## config.mk

```make
export PLATFORM = sky130hd
export DESIGN_NAME = flat_json_string_object_parser
export DESIGN_NICKNAME = d
export VERILOG_FILES = /design/src/hdl/fjsop_pkg.sv /design/src/hdl/fjsop_front.sv /design/src/hdl/fjsop_fifo.sv /design/src/hdl/fjsop_back.sv /design/src/hdl/flat_json_string_object_parser.sv
export SDC_FILE = /design/constraint.sdc
export NUM_CORES = 1
export LEC_CHECK = 0
export BUFFER_PORTS_ARGS = -buffer_cell sky130_fd_sc_hd__buf_2
export CAP_MARGIN = 20
export CELL_PAD_IN_SITES_DETAIL_PLACEMENT = 0
export CELL_PAD_IN_SITES_GLOBAL_PLACEMENT = 1
export CORE_MARGIN = 3
export CORE_UTILIZATION = 52
export CTS_CLUSTER_DIAMETER = 40
export DETAILED_ROUTE_END_ITERATION = 16
export HOLD_SLACK_MARGIN = 0.12
export PLACE_DENSITY_LB_ADDON = 0.1
export SLEW_MARGIN = 40
export SYNTH_ARGS = -nofsm -noshare
export SYNTH_HDL_FRONTEND = slang
export SYNTH_SLANG_ARGS = --single-unit
```

## constraint.sdc

```tcl
create_clock -name clk_i -period 7.2 [get_ports clk_i]
set_input_delay 0.72 -clock clk_i [delete_from_list [all_inputs] [get_ports clk_i]]
set_output_delay 0.72 -clock clk_i [all_outputs]
set_load 0.02 [all_outputs]
```

## src/hdl/fjsop_pkg.sv

```systemverilog
// shared types, codes and the byte classifier for the flat json object parser
`default_nettype none

package fjsop_pkg;

  localparam int unsigned FifoDepth = 2;
  localparam int unsigned FifoPtrW  = $clog2(FifoDepth);
  localparam int unsigned FifoCntW  = $clog2(FifoDepth + 1);

  localparam logic [7:0] ChLBrace = 8'h7B;
  localparam logic [7:0] ChRBrace = 8'h7D;
  localparam logic [7:0] ChColon  = 8'h3A;
  localparam logic [7:0] ChComma  = 8'h2C;
  localparam logic [7:0] ChQuote  = 8'h22;
  localparam logic [7:0] ChBSlash = 8'h5C;
  localparam logic [7:0] ChSpace  = 8'h20;
  localparam logic [7:0] ChTab    = 8'h09;
  localparam logic [7:0] ChCr     = 8'h0D;

  typedef enum logic [2:0] {
    CLS_WS,
    CLS_LBRACE,
    CLS_RBRACE,
    CLS_COLON,
    CLS_COMMA,
    CLS_QUOTE,
    CLS_BSLASH,
    CLS_OTHER
  } byte_class_e;

  typedef enum logic [2:0] {
    TK_IGNORED = 3'd0,
    TK_KEYBYTE = 3'd1,
    TK_VALBYTE = 3'd2,
    TK_KEYEND  = 3'd3,
    TK_PAIREND = 3'd4,
    TK_OBJEND  = 3'd5,
    TK_ERROR   = 3'd6
  } token_kind_e;

  typedef enum logic [2:0] {
    PH_BRACE,
    PH_KEY_END,
    PH_IN_KEY,
    PH_COLON,
    PH_VALUE,
    PH_IN_VALUE,
    PH_COMMA_END,
    PH_DONE
  } parse_phase_e;

  typedef struct packed {
    logic [7:0]  text_byte;
    logic        last;
    byte_class_e cls;
  } fjsop_item_t;

  function automatic byte_class_e classify(input logic [7:0] c);
    byte_class_e cls;
    cls = CLS_OTHER;
    if (c == ChSpace || c inside {[ChTab:ChCr]}) begin
      cls = CLS_WS;
    end else begin
      case (c)
        ChLBrace: cls = CLS_LBRACE;
        ChRBrace: cls = CLS_RBRACE;
        ChColon:  cls = CLS_COLON;
        ChComma:  cls = CLS_COMMA;
        ChQuote:  cls = CLS_QUOTE;
        ChBSlash: cls = CLS_BSLASH;
        default:  cls = CLS_OTHER;
      endcase
    end
    return cls;
  endfunction

endpackage

`default_nettype wire

```

## src/hdl/fjsop_front.sv

```systemverilog
// front stage: takes input beats and tags each byte with its class
`default_nettype none

module fjsop_front import fjsop_pkg::*; (
  input  wire logic        clk_i,
  input  wire logic        rst_ni,
  input  wire logic        in_valid_i,
  output logic             in_ready_o,
  input  wire logic [7:0]  text_byte_i,
  input  wire logic        end_of_text_i,
  output logic             push_valid_o,
  input  wire logic        push_ready_i,
  output fjsop_item_t      push_item_o
);

  logic        valid_q, valid_d;
  fjsop_item_t item_q;
  logic        take;

  assign in_ready_o = !valid_q || push_ready_i;
  assign take       = in_valid_i && in_ready_o;

  always_comb begin
    valid_d = valid_q;
    if (take) begin
      valid_d = 1'b1;
    end else if (push_ready_i) begin
      valid_d = 1'b0;
    end
  end

  always_ff @(posedge clk_i or negedge rst_ni) begin
    if (!rst_ni) begin
      valid_q <= 1'b0;
    end else begin
      valid_q <= valid_d;
    end
  end

  always_ff @(posedge clk_i) begin
    if (take) begin
      item_q.text_byte <= text_byte_i;
      item_q.last      <= end_of_text_i;
      item_q.cls       <= classify(text_byte_i);
    end
  end

  assign push_valid_o = valid_q;
  assign push_item_o  = item_q;

endmodule

`default_nettype wire

```

## src/hdl/fjsop_fifo.sv

```systemverilog
// short queue between the classifier and the parser state machine
`default_nettype none

module fjsop_fifo import fjsop_pkg::*; (
  input  wire logic   clk_i,
  input  wire logic   rst_ni,
  input  wire logic   push_valid_i,
  output logic        push_ready_o,
  input  wire fjsop_item_t push_item_i,
  output logic        pop_valid_o,
  input  wire logic   pop_ready_i,
  output fjsop_item_t pop_item_o
);

  fjsop_item_t            mem_q [FifoDepth];
  logic [FifoPtrW-1:0]    wptr_q, wptr_d;
  logic [FifoPtrW-1:0]    rptr_q, rptr_d;
  logic [FifoCntW-1:0]    count_q, count_d;
  logic                   push, pop;

  assign push_ready_o = count_q != FifoCntW'(FifoDepth);
  assign pop_valid_o  = count_q != '0;
  assign push         = push_valid_i && push_ready_o;
  assign pop          = pop_valid_o && pop_ready_i;
  assign pop_item_o   = mem_q[rptr_q];

  always_comb begin
    wptr_d  = wptr_q;
    rptr_d  = rptr_q;
    count_d = count_q;
    if (push) begin
      wptr_d = (wptr_q == FifoPtrW'(FifoDepth - 1)) ? '0 : wptr_q + 1'b1;
    end
    if (pop) begin
      rptr_d = (rptr_q == FifoPtrW'(FifoDepth - 1)) ? '0 : rptr_q + 1'b1;
    end
    case ({push, pop})
      2'b10:   count_d = count_q + 1'b1;
      2'b01:   count_d = count_q - 1'b1;
      default: count_d = count_q;
    endcase
  end

  always_ff @(posedge clk_i or negedge rst_ni) begin
    if (!rst_ni) begin
      wptr_q  <= '0;
      rptr_q  <= '0;
      count_q <= '0;
    end else begin
      wptr_q  <= wptr_d;
      rptr_q  <= rptr_d;
      count_q <= count_d;
    end
  end

  always_ff @(posedge clk_i) begin
    if (push) begin
      mem_q[wptr_q] <= push_item_i;
    end
  end

endmodule

`default_nettype wire

```

## src/hdl/fjsop_back.sv

```systemverilog
// back stage: parser state machine and registered result beat
`default_nettype none

module fjsop_back import fjsop_pkg::*; (
  input  wire logic        clk_i,
  input  wire logic        rst_ni,
  input  wire logic        pop_valid_i,
  output logic             pop_ready_o,
  input  wire fjsop_item_t pop_item_i,
  output logic             out_valid_o,
  input  wire logic        out_ready_i,
  output logic [2:0]       token_kind_o,
  output logic [7:0]       payload_byte_o
);

  parse_phase_e phase_q, phase_d;
  logic         esc_q, esc_d;
  logic         out_valid_q, out_valid_d;
  token_kind_e  kind_q, kind;
  logic [7:0]   byte_q;
  logic         take;
  logic         was_done;
  token_kind_e  body_kind, end_kind;
  parse_phase_e close_phase;

  assign pop_ready_o = !out_valid_q || out_ready_i;
  assign take        = pop_valid_i && pop_ready_o;
  assign was_done    = phase_q == PH_DONE;

  always_comb begin
    phase_d     = phase_q;
    esc_d       = esc_q;
    kind        = TK_IGNORED;
    body_kind   = (phase_q == PH_IN_KEY) ? TK_KEYBYTE : TK_VALBYTE;
    end_kind    = (phase_q == PH_IN_KEY) ? TK_KEYEND : TK_PAIREND;
    close_phase = (phase_q == PH_IN_KEY) ? PH_COLON : PH_COMMA_END;
    case (phase_q)
      PH_DONE: begin
        kind = TK_IGNORED;
      end
      PH_IN_KEY, PH_IN_VALUE: begin
        kind = body_kind;
        if (esc_q) begin
          esc_d = 1'b0;
        end else if (pop_item_i.cls == CLS_BSLASH) begin
          esc_d = 1'b1;
        end else if (pop_item_i.cls == CLS_QUOTE) begin
          phase_d = close_phase;
          kind    = end_kind;
        end
      end
      default: begin
        if (pop_item_i.cls != CLS_WS) begin
          case (phase_q)
            PH_BRACE: begin
              if (pop_item_i.cls == CLS_LBRACE) phase_d = PH_KEY_END;
              else kind = TK_ERROR;
            end
            PH_KEY_END: begin
              if (pop_item_i.cls == CLS_RBRACE) begin
                kind = TK_OBJEND;
              end else if (pop_item_i.cls == CLS_QUOTE) begin
                phase_d = PH_IN_KEY;
                esc_d   = 1'b0;
              end else begin
                kind = TK_ERROR;
              end
            end
            PH_COLON: begin
              if (pop_item_i.cls == CLS_COLON) phase_d = PH_VALUE;
              else kind = TK_ERROR;
            end
            PH_VALUE: begin
              if (pop_item_i.cls == CLS_QUOTE) begin
                phase_d = PH_IN_VALUE;
                esc_d   = 1'b0;
              end else begin
                kind = TK_ERROR;
              end
            end
            default: begin
              if (pop_item_i.cls == CLS_COMMA) phase_d = PH_KEY_END;
              else if (pop_item_i.cls == CLS_RBRACE) kind = TK_OBJEND;
              else kind = TK_ERROR;
            end
          endcase
          if (kind == TK_OBJEND || kind == TK_ERROR) begin
            phase_d = PH_DONE;
            esc_d   = 1'b0;
          end
        end
      end
    endcase
    if (pop_item_i.last) begin
      if (!was_done && kind != TK_OBJEND) begin
        kind = TK_ERROR;
      end
      phase_d = PH_BRACE;
      esc_d   = 1'b0;
    end
    out_valid_d = out_valid_q;
    if (take) begin
      out_valid_d = 1'b1;
    end else if (out_ready_i) begin
      out_valid_d = 1'b0;
    end
  end

  always_ff @(posedge clk_i or negedge rst_ni) begin
    if (!rst_ni) begin
      phase_q     <= PH_BRACE;
      esc_q       <= 1'b0;
      out_valid_q <= 1'b0;
    end else begin
      out_valid_q <= out_valid_d;
      if (take) begin
        phase_q <= phase_d;
        esc_q   <= esc_d;
      end
    end
  end

  always_ff @(posedge clk_i) begin
    if (take) begin
      kind_q <= kind;
      byte_q <= (kind == TK_KEYBYTE || kind == TK_VALBYTE) ? pop_item_i.text_byte : 8'h00;
    end
  end

  assign out_valid_o    = out_valid_q;
  assign token_kind_o   = kind_q;
  assign payload_byte_o = byte_q;

endmodule

`default_nettype wire

```

## src/hdl/flat_json_string_object_parser.sv

```systemverilog
// top level of the flat json string object parser
//
//   channel | direction | beat fields
//   in      | input     | text_byte_i, end_of_text_i
//   out     | output    | token_kind_o, payload_byte_o
//
// one beat in and one beat out per cycle sustained while out_ready_i stays high
// a result beat passes through the front register, the queue and the output register in that order
// front register and output register hold one beat each, the queue two
// reset puts the parser in the expect-opening-brace phase with all stages empty
// a stalled output fills the queue before in_ready_o drops
`default_nettype none

module flat_json_string_object_parser import fjsop_pkg::*; (
  input  wire logic       clk_i,
  input  wire logic       rst_ni,
  input  wire logic       in_valid_i,
  output logic            in_ready_o,
  input  wire logic [7:0] text_byte_i,
  input  wire logic       end_of_text_i,
  output logic            out_valid_o,
  input  wire logic       out_ready_i,
  output logic [2:0]      token_kind_o,
  output logic [7:0]      payload_byte_o
);

  logic        push_valid, push_ready;
  fjsop_item_t push_item;
  logic        pop_valid, pop_ready;
  fjsop_item_t pop_item;

  fjsop_front u_front (
    .clk_i         (clk_i),
    .rst_ni        (rst_ni),
    .in_valid_i    (in_valid_i),
    .in_ready_o    (in_ready_o),
    .text_byte_i   (text_byte_i),
    .end_of_text_i (end_of_text_i),
    .push_valid_o  (push_valid),
    .push_ready_i  (push_ready),
    .push_item_o   (push_item)
  );

  fjsop_fifo u_fifo (
    .clk_i        (clk_i),
    .rst_ni       (rst_ni),
    .push_valid_i (push_valid),
    .push_ready_o (push_ready),
    .push_item_i  (push_item),
    .pop_valid_o  (pop_valid),
    .pop_ready_i  (pop_ready),
    .pop_item_o   (pop_item)
  );

  fjsop_back u_back (
    .clk_i          (clk_i),
    .rst_ni         (rst_ni),
    .pop_valid_i    (pop_valid),
    .pop_ready_o    (pop_ready),
    .pop_item_i     (pop_item),
    .out_valid_o    (out_valid_o),
    .out_ready_i    (out_ready_i),
    .token_kind_o   (token_kind_o),
    .payload_byte_o (payload_byte_o)
  );

  a_payload_zero: assert property (@(posedge clk_i) disable iff (!rst_ni)
    out_valid_o && token_kind_o != TK_KEYBYTE && token_kind_o != TK_VALBYTE
      |-> payload_byte_o == 8'h00)
    else $error("payload not zero on non-string beat");

  a_kind_range: assert property (@(posedge clk_i) disable iff (!rst_ni)
    out_valid_o |-> token_kind_o != 3'd7)
    else $error("token kind out of range");

  a_full_not_empty: assert property (@(posedge clk_i) disable iff (!rst_ni)
    !push_ready |-> pop_valid)
    else $error("queue full and empty at once");

  a_stall_backs_up: assert property (@(posedge clk_i) disable iff (!rst_ni)
    !in_ready_o |-> push_valid && !push_ready && out_valid_o)
    else $error("input stalled without a full pipeline");

endmodule

`default_nettype wire
```

# After elaboration in Yosys (flattened, before gate mapping)
# Memories as Yosys holds them, arrays and structs flattened.
# Cells that the tools add are included.
# word_totals
in_bits,13
regBits,33
wordCells,133
mem_bits_rw,24
output_inout_bits,13
mem_count,1
# op_classes
mux,52
reduce_logical,26
n_eq_ne,36
n_addsub,4
n_lt_le_gt_ge,2
# memory_table
name,words,width,rd,rd_clocked_by_memory_dff,wr,line_no,rtl
u_fifo.mem_q,2,12,1,0,1,fjsop_fifo.sv:15,fjsop_item_t mem_q [FifoDepth];
# op_table
operator,n
$mux 3,27
$eq 8x6->1 const B,4
$eq 3x3->1 const B,8
$eq 8x7->1 const B,3
$pmux 3 s4,2
$pmux 3 s6,1
$eq 3x2->1 const B,5
$mux 1,15
$pmux 3 s2,2
$reduce_and 12->1,1
$ne 5x2->1 const B,2
$eq 3x1->1 const B,3
$ne 3x3->1 const B,3
$ge 8x4->1 const B,1
$le 8x4->1 const B,1
$ne 4x2->1 const B,2
$reduce_bool 2->1,4
$reduce_bool 8->1,1
$reduce_bool 3->1,2
$logic_and 1x1->1,5
$logic_or 1x1->1,5
$ne 5x5->1 const B,1
$reduce_and 5->1,1
$reduce_bool 5->1,1
other kinds (14),20

# Depth between registers and ports, before layout
# Gate-level depths: netlist of the first run.
# An unclocked memory read counts as a cell.
# logic_depth
depth_word,15
depth_mapped,10
ltp_nobuf,9

# Modules after synthesis
# Synthesis of the first run repeated with hierarchy kept, for this count alone.
# unflattened
hier_cells,237
area_unflattened_um2,2975.4
# modules_own_cells
mod,area_per_inst_um2,seq_area_each_um2,cells_each,instances
fjsop_back,1291.2,455.4,137,1
fjsop_fifo,1058.5,820.8,54,1
fjsop_front,625.6,385.4,46,1

# Worst setup path after synthesis of the first run
# Ideal clock, no wire load.
# synth_timing
path_type,register to register
startpoint,register u_fifo.rptr_q
endpoint,"register u_back.byte_q[0], in the netlist u_back.payload_byte_o[0], data pin"
slack_ns,4.805
n_path_buf,2
setup_ns,0.269
stages_incl_launch_ff,11
arrival_time_ns,2.126
required_time_ns,6.931
synth_period_minus_slack_ns,2.395
path_cell_list,dfrtp_1 -> buf_4 -> clkbuf_8 -> a32oi_1 -> inv_1 -> ha_1 -> a21bo_2 -> mux2i_1 -> a211o_4 -> xnor2_4 -> nor3_1
# synth_via
elab_chain_cells,15
word_cells_on_any_way,29
classes_between,9 x eq/ne; 16 x mux; 3 x reduce/logical; 1 x memory
# synth_rtl
element,line_no,rtl
from (decl),fjsop_fifo.sv:17,"logic [FifoPtrW-1:0] rptr_q, rptr_d;"
from (signal assigned),fjsop_fifo.sv:51,rptr_q <= rptr_d;
$mem_v2 2x12 *,-,
$eq 3x2->1 / $eq 3x3->1 (equally long branches),-,
$mux 2 / $mux 3 (equally long branches),"fjsop_back.sv:83, fjsop_back.sv:62, fjsop_back.sv:74",
"$mux 3, on equally long branches","fjsop_back.sv:82, fjsop_back.sv:60",
$pmux 3 s4,fjsop_back.sv:54,case (phase_q)
$mux 3,fjsop_back.sv:53,if (pop_item_i.cls != CLS_WS) begin
$mux 3,fjsop_back.sv:37,case (phase_q)
$mux 3,fjsop_back.sv:53,
$pmux 3 s2,fjsop_back.sv:37,
$ne 3x3->1,fjsop_back.sv:95,if (!was_done && kind != TK_OBJEND) begin
$logic_and 1x1->1,fjsop_back.sv:95,
$mux 3,fjsop_back.sv:95,
$mux 3,fjsop_back.sv:94,if (pop_item_i.last) begin
$eq 3x1->1 / $eq 3x2->1 (equally long branches),fjsop_back.sv:126,byte_q <= (kind == TK_KEYBYTE || kind == TK_VALBYTE) ? pop_item_i.text_byte : 8'h00;
$logic_or 1x1->1,fjsop_back.sv:126,
to (signal assigned),fjsop_back.sv:126,
to (decl),fjsop_back.sv:20,logic [7:0] byte_q;
# Every way passes the cells marked *; elsewhere a longest branch is shown, timed or not. The select of a mux whose other input is x is not followed.
# A chain may end at the register's enable or synchronous reset.

# Final worst setup path of the first run
# layout_timing
startpoint,register u_fifo.rptr_q
endpoint,"register u_back.byte_q[1], in the netlist u_back.payload_byte_o[1], data pin"
# The elaborated chain is that of the path after synthesis.

==> results.cfg, run 1 <==
[run_status]
outcome = complete, no violations

[cts]
postCtsHoldBufs = 0
cts_sinks = 57
clk_latency_ps = 330
numCtsBuffers = 9
cts_max_level = 3
clk_pin_slew_worst_paths_ps = 70
clk_path_buf_depth = 2
cts_setup_buffers = 0
clock-root-buffer = clkbuf_8
cts_tree = yes
cts-resized-gates = 0

[timing]
rsz0062_at_grt = no
holdWs_ps = 235.9
tns_ps = 0
slew_headroom = 0.4816
skew_ps = 8.613
slew_viol_final = 0
max_freq_ghz = 0.3622
setup-violations-final = 0
finalHoldViolCount = 0
fin_ws_ps = 4439
layout_min_cycle_time_ps = 2761
post-route-period-util = 0.3834
worst_pin_slew_ps = 777.6

[floorplan]
dieArea_um2 = 6421
core_area_um2 = 5205
ios = 26
die_y_um = 80.13
initial_core_util = 0.5490
rows = 26
dieWidth_um = 80.13

[global_route]
top_usage_layer = met2
gr-total-overflow = 0
grt_pass1_vias = 1870
grt_pass1_wl_um = 8597
met2_usage = 0.2848
grtUsageTotal = 0.1760
grt_max_degree = 30
gr-usage-met3 = 0.05045
antenna_found_initial = 0
use_met1 = 0.2216

[hold_path]
min_path_type = input port to async pin

[worst_setup_path]
worst_setup_path_end_kind = register
critPathArrivalTime_ps = 2830
reg2reg_slack_ps = 4440
worst_ep_required_time_ps = 7270
crit_type = register to register
cp-start-kind = register
r2r-start = u_fifo.rptr_q$_DFFE_PN0P_
reg2reg_to = u_back.payload_byte_o[1]$_SDFFCE_PN0P_
r2r_cells = 9
crit_fanout = 29

[final_layout]
antenna_cells = 0
final_util = 0.6202
mostFrequentLayoutCell = edfxtp_1
finish.net_count = 263
area_growth_pct = 12.96
drive_above_1_share = 0.2372
final_cell_mix = edfxtp_1, buf_2, nor2_1

[yosys]
async_flop_share = 0.1754
synthesis.nets = 236
synth_cells = 221
synth-seq-area-share = 0.5814
synth_flop_cell = edfxtp_1
synth_area_um2 = 2858
ys_types = 57
synth_edf_count = 47
ys_warn_count = 0
syn_avg_cell_area_um2 = 12.93
yosys_register_bits = 57

[pwr]
powerDensity_nw_per_um2 = 468.0
total_power_mw = 1.511
p_leak_nw = 1.191
vdd_drop_max_mv = 0.3036

[routing]
routed_via_density = 5.771
first_iter_violations = 105
num_vias = 1864
first_pass_iters = 4
routed_wl_um = 5077
wl_per_cell_um = 15.72
drc = 0
ant_nets = 0

[placed_design]
port_buffers = 25
place_worst_setup_slack_ps = 4500
place_congestion = 0.9100
dp_hpwl_um = 3595

[job]
maxCapViolations = 0
-- how the worst max path moves through the flow --
| stage | startpoint | end | slack, ps | cells after the start |
|---|---|---|---|---|
| floorplan | u_fifo.rptr_q$_DFFE_PN0P_ | u_back.payload_byte_o[0]$_SDFFCE_PN0P_ | 4800 | 10 |
| global placement | u_fifo.rptr_q$_DFFE_PN0P_ | u_back.payload_byte_o[4]$_SDFFCE_PN0P_ | 4250 | 9 |
| detailed placement | u_fifo.rptr_q$_DFFE_PN0P_ | u_back.payload_byte_o[3]$_SDFFCE_PN0P_ | 4500 | 9 |
| CTS | u_fifo.rptr_q$_DFFE_PN0P_ | u_back.payload_byte_o[3]$_SDFFCE_PN0P_ | 4440 | 9 |
| global route | u_fifo.rptr_q$_DFFE_PN0P_ | u_back.payload_byte_o[7]$_SDFFCE_PN0P_ | 4210 | 9 |
| finish | u_fifo.rptr_q$_DFFE_PN0P_ | u_back.payload_byte_o[1]$_SDFFCE_PN0P_ | 4440 | 9 |
-- registers in the layout (all words and copies together) (netlist names) --
register,flops
u_fifo.mem_q,24
u_front.push_item_o,12
u_back.payload_byte_o,8
u_back.phase_q,3
u_back.token_kind_o,3
u_fifo.count_q,2
u_back.esc_q,1
u_back.out_valid_o,1
u_fifo.rptr_q,1
u_fifo.wptr_q,1
u_front.push_valid_o,1
-- cell usage after synthesis, types with 3 or more instances --
cell      count  share of area
o21ai_0       3         0.0053
clkbuf_1      4         0.0053
nor2_1       15          0.020
and2b_2       3         0.0092
mux2_2        3          0.012
a211oi_1      4          0.011
nor3b_1       6          0.016
nand2b_1      5          0.011
xor2_1        3         0.0092
nor4_1        7          0.015
nand3b_1      4          0.011
nand2_1      11          0.014
edfxtp_1     47           0.49
and3_1        6          0.013
dfrtp_1      10          0.088
xnor2_1       4          0.012
inv_1         5         0.0066
a21oi_1       8          0.014
mux2i_1      12          0.042
nor3_1       11          0.019
-- layout make-up --
class	instances	area, um^2
Sequential cell	57	1663
Timing Repair Buffer	25	125.1
Multi-Input combinational cell	150	1107
Fill cell	393	1977
Clock inverter	7	102.6
Tap cell	70	87.58
Clock buffer	9	123.9
Inverter	5	18.77
-- stage by stage --
step | cell area [um^2] | instances
after floorplan | 2858 | 221
after global placement | 2998 | 307
after detailed placement | 3002 | 307
after CTS | 3228 | 323
after global routing | 3228 | 323
final | 3228 | 323
-- critical path, cell delays in order (launching register included) --
cell	delay, ps
dfrtp_2	730
nor3b_1	130
a32oi_1	290
inv_1	110
ha_1	290
a21bo_2	180
mux2i_1	70
a211o_4	320
xnor2_4	270
nor3_1	90
-- metal layers --
layer  part of all wire  wire, um
met4              0.014        69
met5                  0         0
met1               0.46      2313
met3              0.057       287
met2               0.47      2406
-- power by group --
| part | internal, mW | total, mW | switching, mW |
|---|---|---|---|
| clock network | 0.197 | 0.332 | 0.134 |
| registers | 0.494 | 0.598 | 0.104 |
| logic | 0.248 | 0.581 | 0.333 |
-- logic make-up after synthesis --
group,count (synthesis),share of synthesized area
mux,15,0.05385
fa+ha+maj,3,0.01226
compound gates,42,0.1191
xor+xnor,8,0.03109
buf+inv,14,0.03196
flops,57,0.5814
simple gates,82,0.1703
No activity file was read; power rests on OpenSTA's default activity.
==> run 2: changes to the inputs <==
- CORE_UTILIZATION: 52 -> 48
- clock period: 7.2 -> 2.8 ns (I/O delays scaled with it)
==> results.cfg, run 2 (synthesized netlist as in run 1, its figures left out) <==
[final_layout]
fin_area_um2 = 3284
area_growth_pct = 14.93
stdcell_count = 334
multiInputGateArea_um2 = 1105
seqCellArea_um2 = 1663
final_util = 0.5822
largest-register = u_fifo.mem_q
final_cell_mix = edfxtp_1, buf_2, nor2_1
largest_reg_flops = 24
fillers = 461
drive_above_1_share = 0.2405
finish.net_count = 272
mostFrequentLayoutCell = edfxtp_1
antenna_cells = 0

[pwr]
p_switching_mw = 1.452
internal-power_mw = 2.469
combPwrFrac = 0.430
clkPwrFrac = 0.208
vdd_drop_max_mv = 0.5221
p_leak_nw = 1.222
p_sw_frac = 0.3704
pwr-share-seq = 0.362
powerDensity_nw_per_um2 = 1194

[global_route]
gr-total-overflow = 0
grtUsageTotal = 0.1583
antenna_found_initial = 0
grt_pass1_vias = 1764
grt_pass1_wl_um = 8611
grt_max_degree = 20

[cts]
cts_sinks = 57
clock-root-buffer = clkbuf_8
clk_path_buf_depth = 2
cts_max_level = 3
cts_tree = yes
numCtsBuffers = 9
cts_setup_buffers = 0
clk_pin_slew_worst_paths_ps = 60
clk_latency_ps = 330

[floorplan]
core_area_um2 = 5642
ios = 26
dieWidth_um = 83.16
die_y_um = 83.16
initial_core_util = 0.5065
dieArea_um2 = 6916
rows = 27

[timing]
rsz0062_at_grt = no
max_freq_ghz = 0.3812
skew_ps = 8.915
tns_ps = 0
slew_headroom = 0.4636
slew_viol_final = 0
post-route-period-util = 0.9368
finalHoldViolCount = 0
layout_min_cycle_time_ps = 2623
setup-violations-final = 0
worst_pin_slew_ps = 793.4
holdWs_ps = 150.1

[worst_setup_path]
reg2reg_slack_ps = 180
cpPeakStageDelay_ps = 460
worst_ep_required_time_ps = 2870
cpMaxStageDelayCell = edfxtp_1
worst_setup_path_end_kind = register
crit_type = register to register
crit_chain = and2b_2 > a32oi_1 > inv_1 > ha_1 > a21bo_2 > mux2i_1 > a211o_4 > xnor2_4 > nor3_1
crit_fanout = 8
cp-start-kind = register
critPathArrivalTime_ps = 2690

[routing]
ant_nets = 0
routed_via_density = 5.740
drc = 0
first_pass_iters = 4
wl_per_cell_um = 15.73
first_iter_violations = 101
num_vias = 1917
routed_wl_um = 5255

[placed_design]
placed_area_um2 = 3053
dp_hpwl_um = 3836
place_congestion = 0.9336
port_buffers = 25
dp.cells = 316

[job]
maxCapViolations = 0

[hold_path]
min_path_type = input port to register

[run_status]
outcome = complete, no violations
run 2: final timing paths:
| kind | from | to | cells past startpoint |
|---|---|---|---|
| max in group asynchronous | rst_ni | u_fifo.rptr_q$_DFFE_PN0P_ | 2 |
| setup reg to reg | u_fifo.mem_q[1][2]$_DFFE_PP_ | u_back.payload_byte_o[5]$_SDFFCE_PN0P_ | 9 |
| min in group asynchronous | rst_ni | u_fifo.rptr_q$_DFFE_PN0P_ | 2 |
| hold / removal | in_valid_i | u_front.push_valid_o$_DFFE_PN0P_ | 2 |
| hold reg to reg | u_front.push_item_o[11]$_DFFE_PP_ | u_fifo.mem_q[1][11]$_DFFE_PP_ | 0 |
| setup / recovery | u_fifo.mem_q[1][2]$_DFFE_PP_ | u_back.payload_byte_o[5]$_SDFFCE_PN0P_ | 9 |
run 2: layout make-up:
cell class                 count  area share
clock buffer                  10     0.03886
clock inverter                 6     0.02514
inverter                       5    0.005714
multi-input combinational    150      0.3364
sequential                    57      0.5063
tap                           72     0.02743
timing repair buffer          34     0.06019
run 2: metal layers:
layer	part of all wire	up-vias	track usage
met1	0.46	914	0.2026
met4	0.0072	0	0.05795
met2	0.48	58	0.2456
met5	0	-	0
met3	0.051	4	0.05952
li1	-	941	-
run 2: power by group through the flow:
stage	logic (mW)	registers (mW)	clock network, mW
after CTS	1.70	1.42	0.831
after detailed placement	1.69	1.44	0
after global routing	1.85	1.45	0.882
final	1.69	1.42	0.815
after global placement	1.65	1.42	0
after floorplan	1.23	1.51	0
run 2: per-stage QoR:
step	power [mW]	setup WS, ps
final	3.921	176.9
after CTS	3.954	142.9
after floorplan	2.738	404.7
after global placement	3.072	252.0
after global routing	4.185	11.40
after detailed placement	3.126	171.5
run 2: what timing repair did:
action / CTS / global route
endpoints found under the hold margin: 11 / 0
hold buffers: 2 / 0
gates resized for setup: 0 / 1
setup endpoints to repair: 0 / 8
run 2: worst max-delay path: cells and delay by family (launching register included):
family | cells | cell delay [ps]
AOI/OAI and AO/OA | 3 | 820
xor gates and xnor gates | 1 | 260
adders and majority gates | 1 | 300
buffers and inverters | 1 | 110
DFF | 1 | 460
muxes | 1 | 80
and+or+nand+nor | 2 | 330
==> run 3: changes to the inputs <==
- SYNTH_HIERARCHICAL: default -> 1
==> results.cfg, run 3 <==
[routing]
num_vias = 1930
first_pass_iters = 4
first_iter_violations = 119
wl_per_cell_um = 14.87
drc = 0
ant_nets = 0
routed_via_density = 5.514
routed_wl_um = 5203

[timing]
layout_min_cycle_time_ps = 2513
skew_ps = 11.36
worst_pin_slew_ps = 715.2
max_freq_ghz = 0.3979
setup-violations-final = 0
slew_viol_final = 0
tns_ps = 0
finalHoldViolCount = 0
slew_headroom = 0.5232
post-route-period-util = 0.8975
fin_ws_ps = 287.0
rsz0062_at_grt = no

[global_route]
grt_pass1_wl_um = 9059
antenna_found_initial = 0
grtUsageTotal = 0.1589
grt_pass1_vias = 1901
gr-total-overflow = 0
grt_max_degree = 17

[placed_design]
dp.cells = 333
dp_hpwl_um = 3611
place_congestion = 0.7842
place_worst_setup_slack_ps = 305.1
port_buffers = 25

[worst_setup_path]
path_buf_inv = 0
crit_type = register to register
crit_fanout = 15
r2r-start = u_fifo/rptr_q$_DFFE_PN0P_
worst_ep_required_time_ps = 2850
worst_setup_path_end_kind = register
crit_chain = mux2_2 > or4b_1 > o211ai_1 > a211oi_2 > nor4_4 > nor4_1
cpPeakStageDelay_ps = 530
setup.worst_path.start = u_fifo/rptr_q$_DFFE_PN0P_
critPathArrivalTime_ps = 2560
path_delay_family = simple AND/OR/NAND/NOR gates
cp-start-kind = register
cpMaxStageDelayCell = or4b_1

[floorplan]
die_y_um = 84.73
ios = 26
rows = 28
dieArea_um2 = 7179
initial_core_util = 0.4996
core_area_um2 = 5956
dieWidth_um = 84.73

[cts]
clock-root-buffer = clkbuf_8
cts_setup_buffers = 0
cts_max_level = 3
cts_tree = yes
numCtsBuffers = 9
clk_path_buf_depth = 2
clk_pin_slew_worst_paths_ps = 70
clk_latency_ps = 320
cts_sinks = 57

[final_layout]
finish.net_count = 285
stdcell_count = 350
fillers = 508
drive_above_1_share = 0.2764
area_growth_pct = 13.46
antenna_cells = 0
mostFrequentLayoutCell = edfxtp_1
final_cell_mix = edfxtp_1, buf_2, inv_1, nor2_1, mux2_2
largest_reg_flops = 24
largest-register = u_fifo/mem_q

[hold_path]
worstHoldStart = end_of_text_i
min_path_type = input port to register

[job]
maxCapViolations = 0

[yosys]
synth_flop_cell = edfxtp_1
ys_warn_count = 6
async_flop_share = 0.1754
synth_cells = 237
synth_area_um2 = 2975
synthTopCellsByCount = edfxtp_1, inv_1, nor2_1
yosys_register_bits = 57
ys_types = 61
synth_most_common_cell = edfxtp_1
synthesis.nets = 252
synth.area.top_cells = edfxtp_1, dfrtp_1, mux2_2, nand2b_1, inv_1
synth-seq-area-share = 0.5585
syn_avg_cell_area_um2 = 12.55
synth_edf_count = 47
yosysTopAreaCell = edfxtp_1
synth_top_area_frac = 0.4743

[pwr]
vdd_drop_max_mv = 0.4882
p_leak_nw = 1.246
total_power_mw = 3.778
powerDensity_nw_per_um2 = 1119

[run_status]
outcome = complete, no violations
## run 3: path summary, 6_finish.rpt
check / to / slack, ps / cells past startpoint
min in group asynchronous: u_back/esc_q$_DFFE_PN0P_ / 350 / 2
max in group asynchronous: u_fifo/count_q[0]$_DFFE_PN0P_ / 2240 / 2
min: u_front/push_item_o[3]$_DFFE_PP_ / 140 / 1
max: u_back/payload_byte_o[0]$_SDFFCE_PN0P_ / 290 / 6
min reg2reg: u_fifo/mem_q[0][4]$_DFFE_PP_ / 440 / 0
max reg2reg: u_back/payload_byte_o[0]$_SDFFCE_PN0P_ / 290 / 6
## run 3: power breakdown
group | switching, mW | internal (mW) | total, mW
clock | 0.337 | 0.418 | 0.755
sequential | 0.146 | 1.26 | 1.41
combinational | 0.962 | 0.655 | 1.62
total | 1.44 | 2.33 | 3.78
## run 3: cell type report
| type | count | area, um^2 | share of cell area |
|---|---|---|---|
| clock buffers | 9 | 123.9 | 0.03669 |
| clock inverters | 7 | 76.32 | 0.02261 |
| inverters | 16 | 60.06 | 0.01779 |
| multi-input cells | 152 | 1165 | 0.3451 |
| flip-flops and latches | 57 | 1662 | 0.4922 |
| well taps | 75 | 93.84 | 0.02780 |
| repair buffers | 34 | 195.2 | 0.05782 |
## run 3: cell families (layout without fill, tap and decap cells)
logic type                 after synthesis  count (layout)  share of synthesized area
and+or+nand+nor                         86              86                     0.1850
DFF                                     57              57                     0.5585
AOI/OAI and AO/OA                       44              44                     0.1245
buffers and inverters                   28              66                    0.05004
muxes                                   13              13                    0.05299
xor gates and xnor gates                 7               7                    0.02061
adders and majority gates                2               2                   0.008409
## run 3: what timing repair did
item	CTS	global route
gates resized for setup	0	0
hold buffers	1	0
hold endpoints to repair	10	0
## run 3: through the flow
| stage | hold WS [ps] | instance area, um^2 | utilization |
|---|---|---|---|
| after floorplan | -15.59 | 2975 | - |
| after global placement | 158.5 | 3166 | 0.5315 |
| after detailed placement | 168.2 | 3166 | 0.5315 |
| after CTS | 127.7 | 3376 | 0.5668 |
| after global routing | 124.8 | 3376 | 0.5668 |
| final | 141.5 | 3376 | 0.5668 |
## run 3: metal layers
| metal | up-vias | wire length [um] | part of all wire | track usage |
|---|---|---|---|---|
| met3 | 6 | 219 | 0.042 | 0.03533 |
| li1 | 963 | - | - | - |
| met2 | 53 | 2488 | 0.48 | 0.2569 |
| met5 | - | 0 | 0 | 0 |
| met1 | 908 | 2407 | 0.46 | 0.2095 |
| met4 | 0 | 87 | 0.017 | 0.06043 |
